[src/hdl/dfpc_pkg.sv]
// ----------------------------------------------------------------------------
// dfpc_pkg
// Types and constants for the delimited frame parser with additive checksum.
// ----------------------------------------------------------------------------
package dfpc_pkg;

  localparam logic [7:0] START_BYTE = 8'h23;
  localparam logic [7:0] END_BYTE   = 8'h24;

  typedef enum logic [2:0] {
    PH_HUNT    = 3'd0,
    PH_CMD_HI  = 3'd1,
    PH_CMD_LO  = 3'd2,
    PH_LEN_HI  = 3'd3,
    PH_LEN_LO  = 3'd4,
    PH_PAYLOAD = 3'd5,
    PH_CHECK   = 3'd6,
    PH_END     = 3'd7
  } phase_e;

  typedef enum logic [1:0] {
    ST_OK       = 2'd0,
    ST_CSUM_ERR = 2'd1,
    ST_END_ERR  = 2'd2
  } status_e;

endpackage

[src/hdl/dfpc_byte_if.sv]
// ----------------------------------------------------------------------------
// dfpc_byte_if
// Valid/ready channel carrying one received byte per request.
// ----------------------------------------------------------------------------
interface dfpc_byte_if;
  logic       valid;
  logic       ready;
  logic [7:0] rx_byte;

  modport source (output valid, output rx_byte, input ready);
  modport sink   (input valid, input rx_byte, output ready);
endinterface

[src/hdl/dfpc_result_if.sv]
// ----------------------------------------------------------------------------
// dfpc_result_if
// Valid/ready channel carrying payload bytes and end-of-frame status.
// ----------------------------------------------------------------------------
interface dfpc_result_if;
  logic        valid;
  logic        ready;
  logic        is_end;
  logic [15:0] command;
  logic [15:0] frame_length;
  logic [7:0]  data_byte;
  logic [15:0] byte_index;
  logic [1:0]  status;

  modport source (
    output valid, output is_end, output command, output frame_length,
    output data_byte, output byte_index, output status, input ready
  );
  modport sink (
    input valid, input is_end, input command, input frame_length,
    input data_byte, input byte_index, input status, output ready
  );
endinterface

[src/hdl/delimited_frame_parser_checksum.sv]
// ----------------------------------------------------------------------------
// delimited_frame_parser_checksum
// Frame parser: start byte, command, length, payload, checksum, end byte.
// ----------------------------------------------------------------------------
// rx_i takes one stream byte per request. The parser hunts for the start
// byte, assembles a big-endian command and length, then forwards each payload
// byte on res_o tagged with command, length and index while summing modulo
// 256. A wrong checksum, or the byte after a good checksum, yields one end
// request carrying the status (ok, checksum mismatch, bad end byte).
// Header, hunt and good-checksum bytes produce nothing on res_o.
// An accepted byte passes through the input register, then the result
// register, before it shows at res_o. Throughput: one byte per cycle
// while res_o does not stall, set by the phase update of the state machine.
// When res_o stalls, the held result stays put; the byte in the input
// register waits only if it produces a result, and rx_i backs up after that.
// Reset returns the parser to hunting and empties both registers.
// ----------------------------------------------------------------------------
module delimited_frame_parser_checksum (
  input  logic                 clk_i,
  input  logic                 rst_ni,
  dfpc_byte_if.sink            rx_i,
  dfpc_result_if.source        res_o
);

  // input register
  logic       in_valid_q;
  logic [7:0] in_byte_q;

  // frame state
  dfpc_pkg::phase_e phase_q, phase_d;
  logic [15:0]      cmd_q, cmd_d;
  logic [15:0]      len_q, len_d;
  logic [15:0]      count_q, count_d;
  logic [7:0]       sum_q, sum_d;

  // result register
  logic             out_valid_q;
  logic             out_is_end_q;
  logic [15:0]      out_cmd_q;
  logic [15:0]      out_len_q;
  logic [7:0]       out_data_q;
  logic [15:0]      out_idx_q;
  dfpc_pkg::status_e out_status_q;

  // combinational result
  logic              emit;
  logic              r_is_end;
  logic [7:0]        r_data;
  logic [15:0]       r_idx;
  dfpc_pkg::status_e r_status;
  logic [15:0]       len_full;
  logic              advance;

  assign len_full = {len_q[7:0], in_byte_q};

  always_comb begin
    phase_d  = phase_q;
    cmd_d    = cmd_q;
    len_d    = len_q;
    count_d  = count_q;
    sum_d    = sum_q;
    emit     = 1'b0;
    r_is_end = 1'b0;
    r_data   = 8'h00;
    r_idx    = count_q;
    r_status = dfpc_pkg::ST_OK;
    unique case (phase_q)
      dfpc_pkg::PH_HUNT: begin
        if (in_byte_q == dfpc_pkg::START_BYTE) phase_d = dfpc_pkg::PH_CMD_HI;
      end
      dfpc_pkg::PH_CMD_HI: begin
        cmd_d   = {8'h00, in_byte_q};
        phase_d = dfpc_pkg::PH_CMD_LO;
      end
      dfpc_pkg::PH_CMD_LO: begin
        cmd_d   = {cmd_q[7:0], in_byte_q};
        phase_d = dfpc_pkg::PH_LEN_HI;
      end
      dfpc_pkg::PH_LEN_HI: begin
        len_d   = {8'h00, in_byte_q};
        phase_d = dfpc_pkg::PH_LEN_LO;
      end
      dfpc_pkg::PH_LEN_LO: begin
        len_d   = len_full;
        count_d = '0;
        sum_d   = '0;
        // empty payload goes straight to the checksum byte
        phase_d = (len_full == 16'h0000) ? dfpc_pkg::PH_CHECK : dfpc_pkg::PH_PAYLOAD;
      end
      dfpc_pkg::PH_PAYLOAD: begin
        sum_d   = sum_q + in_byte_q;
        emit    = 1'b1;
        r_data  = in_byte_q;
        count_d = count_q + 16'd1;
        if (count_d >= len_q) phase_d = dfpc_pkg::PH_CHECK;
      end
      dfpc_pkg::PH_CHECK: begin
        if (in_byte_q == sum_q) begin
          phase_d = dfpc_pkg::PH_END;
        end else begin
          emit     = 1'b1;
          r_is_end = 1'b1;
          r_status = dfpc_pkg::ST_CSUM_ERR;
          phase_d  = dfpc_pkg::PH_HUNT;
        end
      end
      dfpc_pkg::PH_END: begin
        emit     = 1'b1;
        r_is_end = 1'b1;
        r_status = (in_byte_q == dfpc_pkg::END_BYTE) ? dfpc_pkg::ST_OK
                                                     : dfpc_pkg::ST_END_ERR;
        phase_d  = dfpc_pkg::PH_HUNT;
      end
    endcase
  end

  // a byte with no result never waits on the output side
  assign advance     = in_valid_q && (!emit || !out_valid_q || res_o.ready);
  assign rx_i.ready  = !in_valid_q || advance;

  always_ff @(posedge clk_i or negedge rst_ni) begin
    if (!rst_ni) begin
      in_valid_q <= 1'b0;
    end else if (rx_i.valid && rx_i.ready) begin
      in_valid_q <= 1'b1;
    end else if (advance) begin
      in_valid_q <= 1'b0;
    end
  end

  always_ff @(posedge clk_i) begin
    if (rx_i.valid && rx_i.ready) begin
      in_byte_q <= rx_i.rx_byte;
    end
  end

  always_ff @(posedge clk_i or negedge rst_ni) begin
    if (!rst_ni) begin
      phase_q <= dfpc_pkg::PH_HUNT;
      cmd_q   <= '0;
      len_q   <= '0;
      count_q <= '0;
      sum_q   <= '0;
    end else if (advance) begin
      phase_q <= phase_d;
      cmd_q   <= cmd_d;
      len_q   <= len_d;
      count_q <= count_d;
      sum_q   <= sum_d;
    end
  end

  always_ff @(posedge clk_i or negedge rst_ni) begin
    if (!rst_ni) begin
      out_valid_q <= 1'b0;
    end else if (advance && emit) begin
      out_valid_q <= 1'b1;
    end else if (res_o.ready) begin
      out_valid_q <= 1'b0;
    end
  end

  always_ff @(posedge clk_i) begin
    if (advance && emit) begin
      out_is_end_q <= r_is_end;
      out_cmd_q    <= cmd_q;
      out_len_q    <= len_q;
      out_data_q   <= r_data;
      out_idx_q    <= r_idx;
      out_status_q <= r_status;
    end
  end

  assign res_o.valid        = out_valid_q;
  assign res_o.is_end       = out_is_end_q;
  assign res_o.command      = out_cmd_q;
  assign res_o.frame_length = out_len_q;
  assign res_o.data_byte    = out_data_q;
  assign res_o.byte_index   = out_idx_q;
  assign res_o.status       = out_status_q;

endmodule
[src/flat_wrapper.sv]
// flat-port wrapper written by rule: the top's interface ports become plain ports
module delimited_frame_parser_checksum_flat 
  (clk_i, rst_ni, rx_i_valid, rx_i_rx_byte, rx_i_ready, res_o_valid, res_o_is_end, res_o_command, res_o_frame_length, res_o_data_byte, res_o_byte_index, res_o_status, res_o_ready);
  dfpc_byte_if rx_i_i ();
  dfpc_result_if res_o_i ();
  input  logic clk_i;
  input  logic rst_ni;
  input wire logic [$bits(rx_i_i.valid)-1:0] rx_i_valid;
  input wire logic [$bits(rx_i_i.rx_byte)-1:0] rx_i_rx_byte;
  output wire logic [$bits(rx_i_i.ready)-1:0] rx_i_ready;
  output wire logic [$bits(res_o_i.valid)-1:0] res_o_valid;
  output wire logic [$bits(res_o_i.is_end)-1:0] res_o_is_end;
  output wire logic [$bits(res_o_i.command)-1:0] res_o_command;
  output wire logic [$bits(res_o_i.frame_length)-1:0] res_o_frame_length;
  output wire logic [$bits(res_o_i.data_byte)-1:0] res_o_data_byte;
  output wire logic [$bits(res_o_i.byte_index)-1:0] res_o_byte_index;
  output wire logic [$bits(res_o_i.status)-1:0] res_o_status;
  input wire logic [$bits(res_o_i.ready)-1:0] res_o_ready;
  assign rx_i_i.valid = rx_i_valid;
  assign rx_i_i.rx_byte = rx_i_rx_byte;
  assign rx_i_ready = rx_i_i.ready;
  assign res_o_valid = res_o_i.valid;
  assign res_o_is_end = res_o_i.is_end;
  assign res_o_command = res_o_i.command;
  assign res_o_frame_length = res_o_i.frame_length;
  assign res_o_data_byte = res_o_i.data_byte;
  assign res_o_byte_index = res_o_i.byte_index;
  assign res_o_status = res_o_i.status;
  assign res_o_i.ready = res_o_ready;
  delimited_frame_parser_checksum u_core (.clk_i(clk_i), .rst_ni(rst_ni), .rx_i(rx_i_i), .res_o(res_o_i));
endmodule
[config.mk]
export PLATFORM = sky130hd
export DESIGN_NAME = delimited_frame_parser_checksum_flat
export DESIGN_NICKNAME = d
export VERILOG_FILES = /design/src/hdl/dfpc_pkg.sv /design/src/hdl/dfpc_byte_if.sv /design/src/hdl/dfpc_result_if.sv /design/src/hdl/delimited_frame_parser_checksum.sv /design/src/flat_wrapper.sv
export SDC_FILE = /design/constraint.sdc
export NUM_CORES = 1
export LEC_CHECK = 0
export BUFFER_PORTS_ARGS = -buffer_cell sky130_fd_sc_hd__buf_4
export CAP_MARGIN = 20
export CORE_ASPECT_RATIO = 1.5
export CORE_MARGIN = 2
export CORE_UTILIZATION = 34
export CTS_CLUSTER_SIZE = 25
export DETAILED_ROUTE_END_ITERATION = 8
export GPL_TIMING_DRIVEN = 0
export HOLD_SLACK_MARGIN = 0.12
export SYNTH_ARGS = -nofsm -noshare
export SYNTH_HDL_FRONTEND = slang
export SYNTH_SLANG_ARGS = --single-unit
[constraint.sdc]
create_clock -name clk_i -period 3.17 [get_ports clk_i]
set_clock_uncertainty 0.1 [all_clocks]
set_input_delay 0.317 -clock clk_i [delete_from_list [all_inputs] [get_ports clk_i]]
set_output_delay 0.317 -clock clk_i [all_outputs]
set_load 0.01 [all_outputs]
# After elaboration in Yosys (flattened, before gate mapping)
# Cells that the tools add are included.
dict set report word_totals {
  regBits 128
  out_inout_bits 61
  in_bits 12
}
dict set report classes {
  reduce_logical 21
  muxes 19
  add_sub_neg 2
  n_eq_ne 12
  magnitude_cmp 1
}
# operator count
set op_table {}
lappend op_table {{$pmux W16 S2} 3}
lappend op_table {{$pmux W3 S8} 1}
lappend op_table {{$add A16 B1 Y16 const B} 1}
lappend op_table {{$eq A8 B6 Y1 const B} 2}
lappend op_table {{$ge A16 B16 Y1} 1}
lappend op_table {{$logic_not A16 Y1} 1}
lappend op_table {{$pmux W8 S2} 1}
lappend op_table {{$eq A3 B3 Y1 const B} 4}
lappend op_table {{$reduce_bool A2 Y1} 5}
lappend op_table {{$mux W3} 3}
lappend op_table {{$add A8 B8 Y8} 1}
lappend op_table {{$eq A8 B8 Y1} 1}
lappend op_table {{$eq A3 B2 Y1 const B} 2}
lappend op_table {{$mux W1} 6}
lappend op_table {{$reduce_and A2 Y1} 3}
lappend op_table {{$mux W2} 2}
lappend op_table {{$ne A2 B1 Y1 const B} 2}
lappend op_table {{$pmux W1 S2} 2}
lappend op_table {{$pmux W2 S2} 1}
lappend op_table {{$eq A3 B1 Y1 const B} 1}
lappend op_table {{$logic_and A1 B1 Y1} 3}
lappend op_table {{$logic_not A1 Y1} 3}
lappend op_table {{$logic_not A3 Y1} 1}
lappend op_table {{$logic_or A1 B1 Y1} 3}
lappend op_table {{2 further kinds} 2}

# Logic depth before layout (Yosys ltp)
# Gate-level depths: netlist of the first run.
dict set report depth {
  word_depth 10
  mapped_depth 11
}

# Worst setup path after synthesis of the first run
# No wires, ideal clock.
dict set report synth_timing {
  path_kind {register -> register}
  start {reg u_core.in_byte_q[5]}
  end {reg u_core.out_idx_q[0], in the netlist u_core.res_o.byte_index[0] (enable)}
  setup_ns 0.423
  arrival_ns 2.671
  required_time_ns 2.647
  stages_incl_launch_ff 6
  setup_slack_ns -0.024
  period_less_slack_ns 3.194
  path_buffers 0
  cell_sequence {edfxtp_1 > ha_1 > or3_1 > nor4_4 > nor2_1 > and3_1}
}
dict set report synth_between {
  elab_chain_len 8
}
# element line
set synth_lines {}
lappend synth_lines {{start, declared} delimited_frame_parser_checksum.sv:27} ;# logic [7:0] in_byte_q;
lappend synth_lines {{start signal, assigned} delimited_frame_parser_checksum.sv:133} ;# in_byte_q <= rx_i.rx_byte;
lappend synth_lines {{$eq A8 B8 Y1 *} delimited_frame_parser_checksum.sv:98} ;# if (in_byte_q == sum_q) begin
lappend synth_lines {{$mux W1 *} delimited_frame_parser_checksum.sv:98}
lappend synth_lines {{$pmux W1 S2 *} delimited_frame_parser_checksum.sv:67} ;# unique case (phase_q)
lappend synth_lines {{$logic_not A1 Y1} delimited_frame_parser_checksum.sv:118} ;# assign advance = in_valid_q && (!emit || !out_valid_q || res_o.ready);
lappend synth_lines {{$logic_or A1 B1 Y1 (2 in a row)} delimited_frame_parser_checksum.sv:118}
lappend synth_lines {{$logic_and A1 B1 Y1} delimited_frame_parser_checksum.sv:118}
lappend synth_lines {{$logic_and A1 B1 Y1 *} delimited_frame_parser_checksum.sv:164} ;# if (advance && emit) begin
lappend synth_lines {{end signal, assigned} delimited_frame_parser_checksum.sv:169} ;# out_idx_q <= r_idx;
lappend synth_lines {{end, declared} delimited_frame_parser_checksum.sv:42} ;# logic [15:0] out_idx_q;
# Mark *: on every way between the ends. The rest lies on a longest branch, timed or not.
# A chain may end at the register's enable or synchronous reset.

# Worst setup path after layout of the first run
dict set report layout_timing {
  start {reg u_core.count_q[8]}
  end {reg u_core.phase_q[0]}
}
dict set report layout_between {
  elab_chain_len 4
}
# element line
set layout_lines {}
lappend layout_lines {{start, declared} delimited_frame_parser_checksum.sv:33} ;# logic [15:0] count_q, count_d;
lappend layout_lines {{start signal, assigned} delimited_frame_parser_checksum.sv:148} ;# count_q <= count_d;
lappend layout_lines {{$add A16 B1 Y16} delimited_frame_parser_checksum.sv:94} ;# count_d = count_q + 16'd1;
lappend layout_lines {{$ge A16 B16 Y1} delimited_frame_parser_checksum.sv:95} ;# if (count_d >= len_q) phase_d = dfpc_pkg::PH_CHECK;
lappend layout_lines {{$ne A2 B1 Y1 (no source line)} n/a}
lappend layout_lines {{$reduce_and A3 Y1 (no source line)} n/a}
lappend layout_lines {{end signal, assigned} delimited_frame_parser_checksum.sv:139} ;# phase_q <= dfpc_pkg::PH_HUNT;
lappend layout_lines {{end signal, assigned} delimited_frame_parser_checksum.sv:145} ;# phase_q <= phase_d;
lappend layout_lines {{end, declared} delimited_frame_parser_checksum.sv:30} ;# dfpc_pkg::phase_e phase_q, phase_d;
# Every way passes these cells.

==> results of run 1 <==
==> cells in the final DEF (no fill, tap or decap), types with 17 or more instances in the layout <==
master	Yosys	routed
a22o_1	19	19
buf_4	0	83
clkbuf_16	0	18
dfrtp_1	61	53
edfxtp_1	67	67
ha_1	24	23
inv_1	21	21
nand2_1	68	68
nand3_1	22	19
nor2_1	17	17
o21ai_0	18	18
==> per-stage QoR <==
| step | instance area, um2 | TNS [ps] |
|---|---|---|
| finish | 7310 | 0 |
| floorplan | 5610 | 0 |
| global route | 7310 | -55.4 |
| global placement | 6410 | -1500 |
| CTS | 7190 | 0 |
| detailed placement | 6430 | -717 |
==> what timing repair did <==
item | CTS | global route
resized for setup | 9 | 10
setup endpoints to repair | 2 | 35
hold buffers | 10 | 0
hold endpoints to repair | 70 | 0
pin swaps | 1 | 6
buffers inserted | 1 | 10
==> worst max-delay path: cells and delay by family (launching register included) <==
family	cells	cell delay [ps]
multiplexers	1	330
flip-flops	1	440
adder cells (fa/ha/maj)	1	270
AO/OA/AOI/OAI	4	960
XOR/XNOR	1	190
AND/OR/NAND/NOR	3	690
==> state kept, by name, indices dropped and copies added, names as in the netlist, 2 cells and up <==
name / count
u_core.count_q: 16
u_core.in_byte_q: 8
u_core.len_q: 16
u_core.res_o.frame_length: 16
u_core.sum_q: 8
u_core.res_o.byte_index: 16
u_core.res_o.command: 16
u_core.res_o.status: 2
u_core.phase_q: 3
u_core.res_o.data_byte: 8
u_core.cmd_q: 16
==> layout make-up <==
| class | instances | area, um2 | area share [%] |
|---|---|---|---|
| Clock inverter | 14 | 169 | 2.31 |
| Tap cell | 206 | 258 | 3.53 |
| Clock buffer | 18 | 450 | 6.16 |
| Inverter | 21 | 78.8 | 1.08 |
| Buffer | 15 | 61.3 | 0.839 |
| Timing Repair Buffer | 94 | 743 | 10.2 |
| Sequential cell | 128 | 3550 | 48.5 |
| Multi-Input combinational cell | 290 | 2000 | 27.4 |
==> power by group <==
part	total [uW]	internal (uW)	switching, uW
clock network	2010	1230	780
registers	2520	2210	313
logic	1540	670	871
==> cells in the mapped netlist, drive strengths merged (2+ instances only) <==
cell type / n / area [um2]
nor2b: 2 / 12.5
a22o: 19 / 166
o21ai: 19 / 95.1
a211oi: 2 / 20.0
clkbuf: 11 / 41.3
a21oi: 12 / 60.1
o22ai: 3 / 18.8
and3b: 2 / 17.5
mux2: 8 / 90.1
or3: 3 / 18.8
and3: 6 / 37.5
xor2: 9 / 78.8
a21o: 4 / 30.0
or4: 3 / 26.3
edfxtp: 67 / 2010
o31ai: 4 / 30.0
nand4b: 2 / 17.5
dfrtp: 61 / 1530
and2: 10 / 62.6
buf: 4 / 20.0
nand3: 22 / 110
nand2b: 4 / 25.0
ha: 24 / 300
nor3b: 5 / 37.5
nor3: 8 / 45.0
nand2: 68 / 255
inv: 21 / 78.8
xnor2: 11 / 96.3
nor4: 5 / 52.6
o211ai: 2 / 15.0
nor2: 17 / 63.8
==> logic make-up (layout without fill, tap and decap cells) <==
group / count (synthesis) / count (layout) / synth area share [%]
xor+xnor: 20 / 20 / 3.12
fa+ha+maj: 25 / 25 / 5.71
simple gates: 163 / 163 / 14.8
flops: 128 / 128 / 63.1
compound gates: 73 / 73 / 9.02
buf+inv: 36 / 162 / 2.50
mux: 9 / 9 / 1.79
==> path summary, 6_finish.rpt <==
check                                                    from                           endpoint  slack [ps]
worst min-delay path                              res_o_ready      u_core.in_valid_q$_DFFE_PN0P_         220
max in group asynchronous                              rst_ni      u_core.count_q[7]$_DFFE_PN0P_        1960
min in group asynchronous                              rst_ni      u_core.count_q[5]$_DFFE_PN0P_         430
worst max-delay path            u_core.count_q[8]$_DFFE_PN0P_      u_core.phase_q[0]$_DFFE_PN0P_          80
worst max register to register  u_core.count_q[8]$_DFFE_PN0P_      u_core.phase_q[0]$_DFFE_PN0P_          80
worst min register to register    u_core.cmd_q[9]$_DFFE_PN0P_  u_core.res_o.command[9]$_DFFE_PP_         340
==> per-layer routing <==
layer | vias to the layer above | track usage [%] | share of wire [%]
met5 | - | 0 | 0
met2 | 84 | 27.7 | 54
met3 | 20 | 3.55 | 3.4
met4 | 0 | 7.87 | 2.9
met1 | 1922 | 17.3 | 39
li1 | 1876 | - | -
==> impl_metrics.toml, run 1 <==
[outcome]
status = "completed"

[clocking]
max-clock-path-buffers = 2
clock_latency_ps = 420
cts_root_buffer = "clkbuf_16"
cts_made_buffers = 17
htree_levels = 4
clock-sinks = 128
clk_pin_slew_ps = 60
cts_tree = "built"

[yosys]
syn_area_mm2 = 0.00561
synthCells = 454
yosysWarnings = 0
synth_edf_count = 67
syn_area_per_cell_um2 = 12.3
ys.flop_type = "edfxtp_1"
synth_cell_types = 54
ys_ff_latch = 128
async_flop_share_pct = 47.7
synth_fp_nets = 491
ys_seq_area_share_pct = 63.1

[routing]
drtIter0Drc = 241
drt-total-wl_mm = 13.0
dr.pass1.iters = 4
post_drt_via_cell_ratio = 4.96
ant_nets = 0
wire_per_inst_um = 16.5
vias = 3902
drc_errors = 0

[pwr]
finalPower_uw = 6080
vdd_drop_max_mv = 0.432
cellPowerDensity_mw_per_mm2 = 831
leakagePower_uw = 0.00318

[floorplan]
die_y_um = 161
die_x_um = 109
start_util_pct = 34.6
rows = 57
pin_count = 73
dieArea_mm2 = 0.0176
core_mm2 = 0.0162

[placed_design]
gp_congestion = 0.861
placed_cells_incl_taps = 733
port_buffers = 72
hpwl_mm = 8.75
dp_slack_ps = -395

[final_layout]
nets = 604
fill_cells = 1466
syn2layout_area_growth_pct = 30.4
n_antenna_cell = 0
final_util_pct = 45.2
fin_cells = 786
drive_gt1_share_pct = 25.5

[global_route]
grt_use_total_pct = 15.7
grt_pass1_vias = 4055
antenna_found_initial = 0
grt_pass1_wl_mm = 20.8
overflow = 0
grt_max_degree = 62

[flow_run]
drv_cap = 0

[setup_path]
crit_chain = "nand3_2 > nor4_4 > nand3_2 > xnor2_1 > ha_1 > a21o_1 > a211o_1 > a2111oi_4 > a211oi_2 > mux2_1"
slowest_stage = "dfrtp_1"
startpoint_type = "flip-flop"
critPathRequiredTime_ps = 3370
end_kind = "flip-flop"
cp_max_fo = 5
worstPathArrival_ps = 3290
slowest_delay_ps = 440
ff2ff_path_depth = 10
crit_type = "flip-flop to flip-flop"
cp_common_cell = "nand3_2"

[sta]
holdWs_ps = 217
tightest_slew_ps = 918
grt_setup_unrepaired = "true"
hold_viol_final = 0
max_freq_ghz = 0.324
slew_violations = 0
fin_crit_sh_pct = 97.4
setup_viol = 0
max_slew_margin_pct = 38.7
period_needed_ps = 3090
setup_ws_ps = 81.1

[worst_hold_path]
hp-class = "input port to flip-flop"
min_path_cells = 4
Note: power is estimated with default switching activity, not from simulation.
==> inputs of run 2 (changes only) <==
--- a/config.mk
+++ b/config.mk
@@ -8,12 +8,13 @@
 export BUFFER_PORTS_ARGS = -buffer_cell sky130_fd_sc_hd__buf_4
 export CAP_MARGIN = 20
 export CORE_ASPECT_RATIO = 1.5
-export CORE_MARGIN = 2
+export CORE_MARGIN = 5
 export CORE_UTILIZATION = 34
 export CTS_CLUSTER_SIZE = 25
 export DETAILED_ROUTE_END_ITERATION = 8
 export GPL_TIMING_DRIVEN = 0
 export HOLD_SLACK_MARGIN = 0.12
+export SLEW_MARGIN = 20
 export SYNTH_ARGS = -nofsm -noshare
 export SYNTH_HDL_FRONTEND = slang
 export SYNTH_SLANG_ARGS = --single-unit
==> run 2 against run 1 <==
Net effect:
- die area up 9.4%
- setup slack better by 20 ps
- sequential cell count unchanged
- critical path depth down 4
- sequential share of layout area up 0.58 points
- critical path type is now flip-flop to output pin
- largest cell class unchanged
- highest routed layer unchanged
==> impl_metrics.toml, run 2 (synthesized netlist as in run 1, its figures left out) <==
[routing]
wire_per_inst_um = 16.3
drtIter0Drc = 178
post_drt_via_cell_ratio = 4.95
drt-total-wl_mm = 12.8
dr.pass1.iters = 4
ant_nets = 0
drc_errors = 0
vias = 3883

[outcome]
status = "completed"

[setup_path]
end_kind = "output pin"
ff2ff_path_depth = 10
critPathRequiredTime_ps = 2750
cp_max_fo = 6
reg2reg_to = "u_core.phase_q[0]$_DFFE_PN0P_"
worstPathArrival_ps = 2650
crit_chain = "ha_4 > or4_4 > nor4_4 > nor2_1 > nand3_1 > buf_4"
r2r_start = "u_core.count_q[3]$_DFFE_PN0P_"
cp-startpoint = "u_core.in_byte_q[2]$_DFFE_PP_"
reg2reg_slack_ps = 170
critical_path.endpoint = "rx_i_ready"
crit_type = "flip-flop to output pin"
slowest_stage = "edfxtp_1"
startpoint_type = "flip-flop"
slowest_delay_ps = 560

[flow_run]
drv_cap = 0

[final_layout]
nets = 603
n_antenna_cell = 0
fill_cells = 1467
register_area_mm2 = 0.00355
layout_commonest_cell = "buf_4"
mostFrequentLayoutCells = "buf_4, nand2_1, edfxtp_1, dfrtp_1, ha_1"
drive_gt1_share_pct = 25.4
multiInputGateArea_mm2 = 0.00199
syn2layout_area_growth_pct = 28.8

[clocking]
max-clock-path-buffers = 2
clock_latency_ps = 410
cts_tree = "built"
htree_levels = 4
cts_root_buffer = "clkbuf_16"
cts_made_buffers = 17
clk_pin_slew_ps = 60
clock-sinks = 128

[floorplan]
core_mm2 = 0.0162
pin_count = 73
die_y_um = 167
rows = 57
start_util_pct = 34.6
die_x_um = 115
dieArea_mm2 = 0.0192

[sta]
slew_violations = 0
max_freq_ghz = 0.326
fin_crit_sh_pct = 96.8
period_needed_ps = 3070
max_slew_margin_pct = 38.1
setup_viol = 0
setup_ws_ps = 101
hold_viol_final = 0
grt_setup_unrepaired = "false"
tightest_slew_ps = 927
holdWs_ps = 229

[global_route]
overflow = 0
grt_use_total_pct = 13.9
antenna_found_initial = 0
grt_max_degree = 62
grt_pass1_vias = 4031
grt_pass1_wl_mm = 20.8

[worst_hold_path]
worstHoldStart = "res_o_ready"
hp-class = "input port to flip-flop"

[pwr]
vdd_drop_max_mv = 0.490
leakagePower_uw = 0.00312
cellPowerDensity_mw_per_mm2 = 812
finalPower_uw = 5870

[placed_design]
dp_slack_ps = -410
gp_congestion = 0.893
hpwl_mm = 8.89
port_buffers = 72
## run 2: changes by cell type in the layout (fill, tap and decap cells not counted), sizes merged
cell      delta
clkbuf       -1
clkinvlp     +2
bufinv       -2
clkinv       -3
inv          +4
buf          -1
## run 2: per-layer routing
| layer | track usage (%) | routed length [um] | vias up |
|---|---|---|---|
| met3 | 3.32 | 449 | 21 |
| met4 | 6.49 | 331 | 0 |
| met1 | 15.5 | 5060 | 1921 |
| met2 | 24.4 | 6990 | 71 |
| li1 | - | - | 1870 |
| met5 | 0 | 0 | - |
## run 2: repair_timing
action                                 CTS  global route
hold buffers                            10             0
setup endpoints to repair                2             3
resized for setup                        8             9
setup buffers                            1            10
cloned                                   0             0
pin swaps                                1             2
endpoints found under the hold margin   70             0
## run 2: critical path, delay by kind of cell (launching register included)
| kind | cells | cell delay [ps] |
|---|---|---|
| buf+inv | 1 | 150 |
| fa+ha+maj | 1 | 310 |
| flops | 1 | 560 |
| simple gates | 4 | 1220 |
## run 2: how the worst min path moves through the flow
stage | to | cells after the start
finish | u_core.res_o.valid$_DFFE_PN0P_ | 3
detailed placement | u_core.res_o.command[13]$_DFFE_PP_ | 0
global route | u_core.in_valid_q$_DFFE_PN0P_ | 4
floorplan | u_core.cmd_q[0]$_DFFE_PN0P_ | 0
global placement | u_core.res_o.command[13]$_DFFE_PP_ | 0
CTS | u_core.res_o.valid$_DFFE_PN0P_ | 3
## run 2: cell type report
| class | count | share of cell area, % |
|---|---|---|
| plain buffers | 15 | 0.849 |
| inverters | 21 | 1.09 |
| well taps | 206 | 3.57 |
| clock inverters | 15 | 1.87 |
| clock buffers | 17 | 5.89 |
| multi-input cells | 290 | 27.6 |
| repair buffers | 93 | 10.0 |
| flip-flops and latches | 128 | 49.1 |
## run 2: metrics by stage
step                      TNS, ps  instance area [um2]  std cells  util, %
after detailed placement     -752                 6410        732     39.6
final                           0                 7220        785     44.6
after CTS                       0                 7110        775     43.9
after floorplan                 0                 5610        454        -
after global routing            0                 7220        785     44.6
after global placement       -690                 6410        732     39.6
## run 2: report_power, final
group | switching (uW) | total [uW] | internal [uW]
registers | 324 | 2540 | 2210
logic | 841 | 1500 | 659
clock network | 794 | 1830 | 1040
total | 1960 | 5870 | 3910
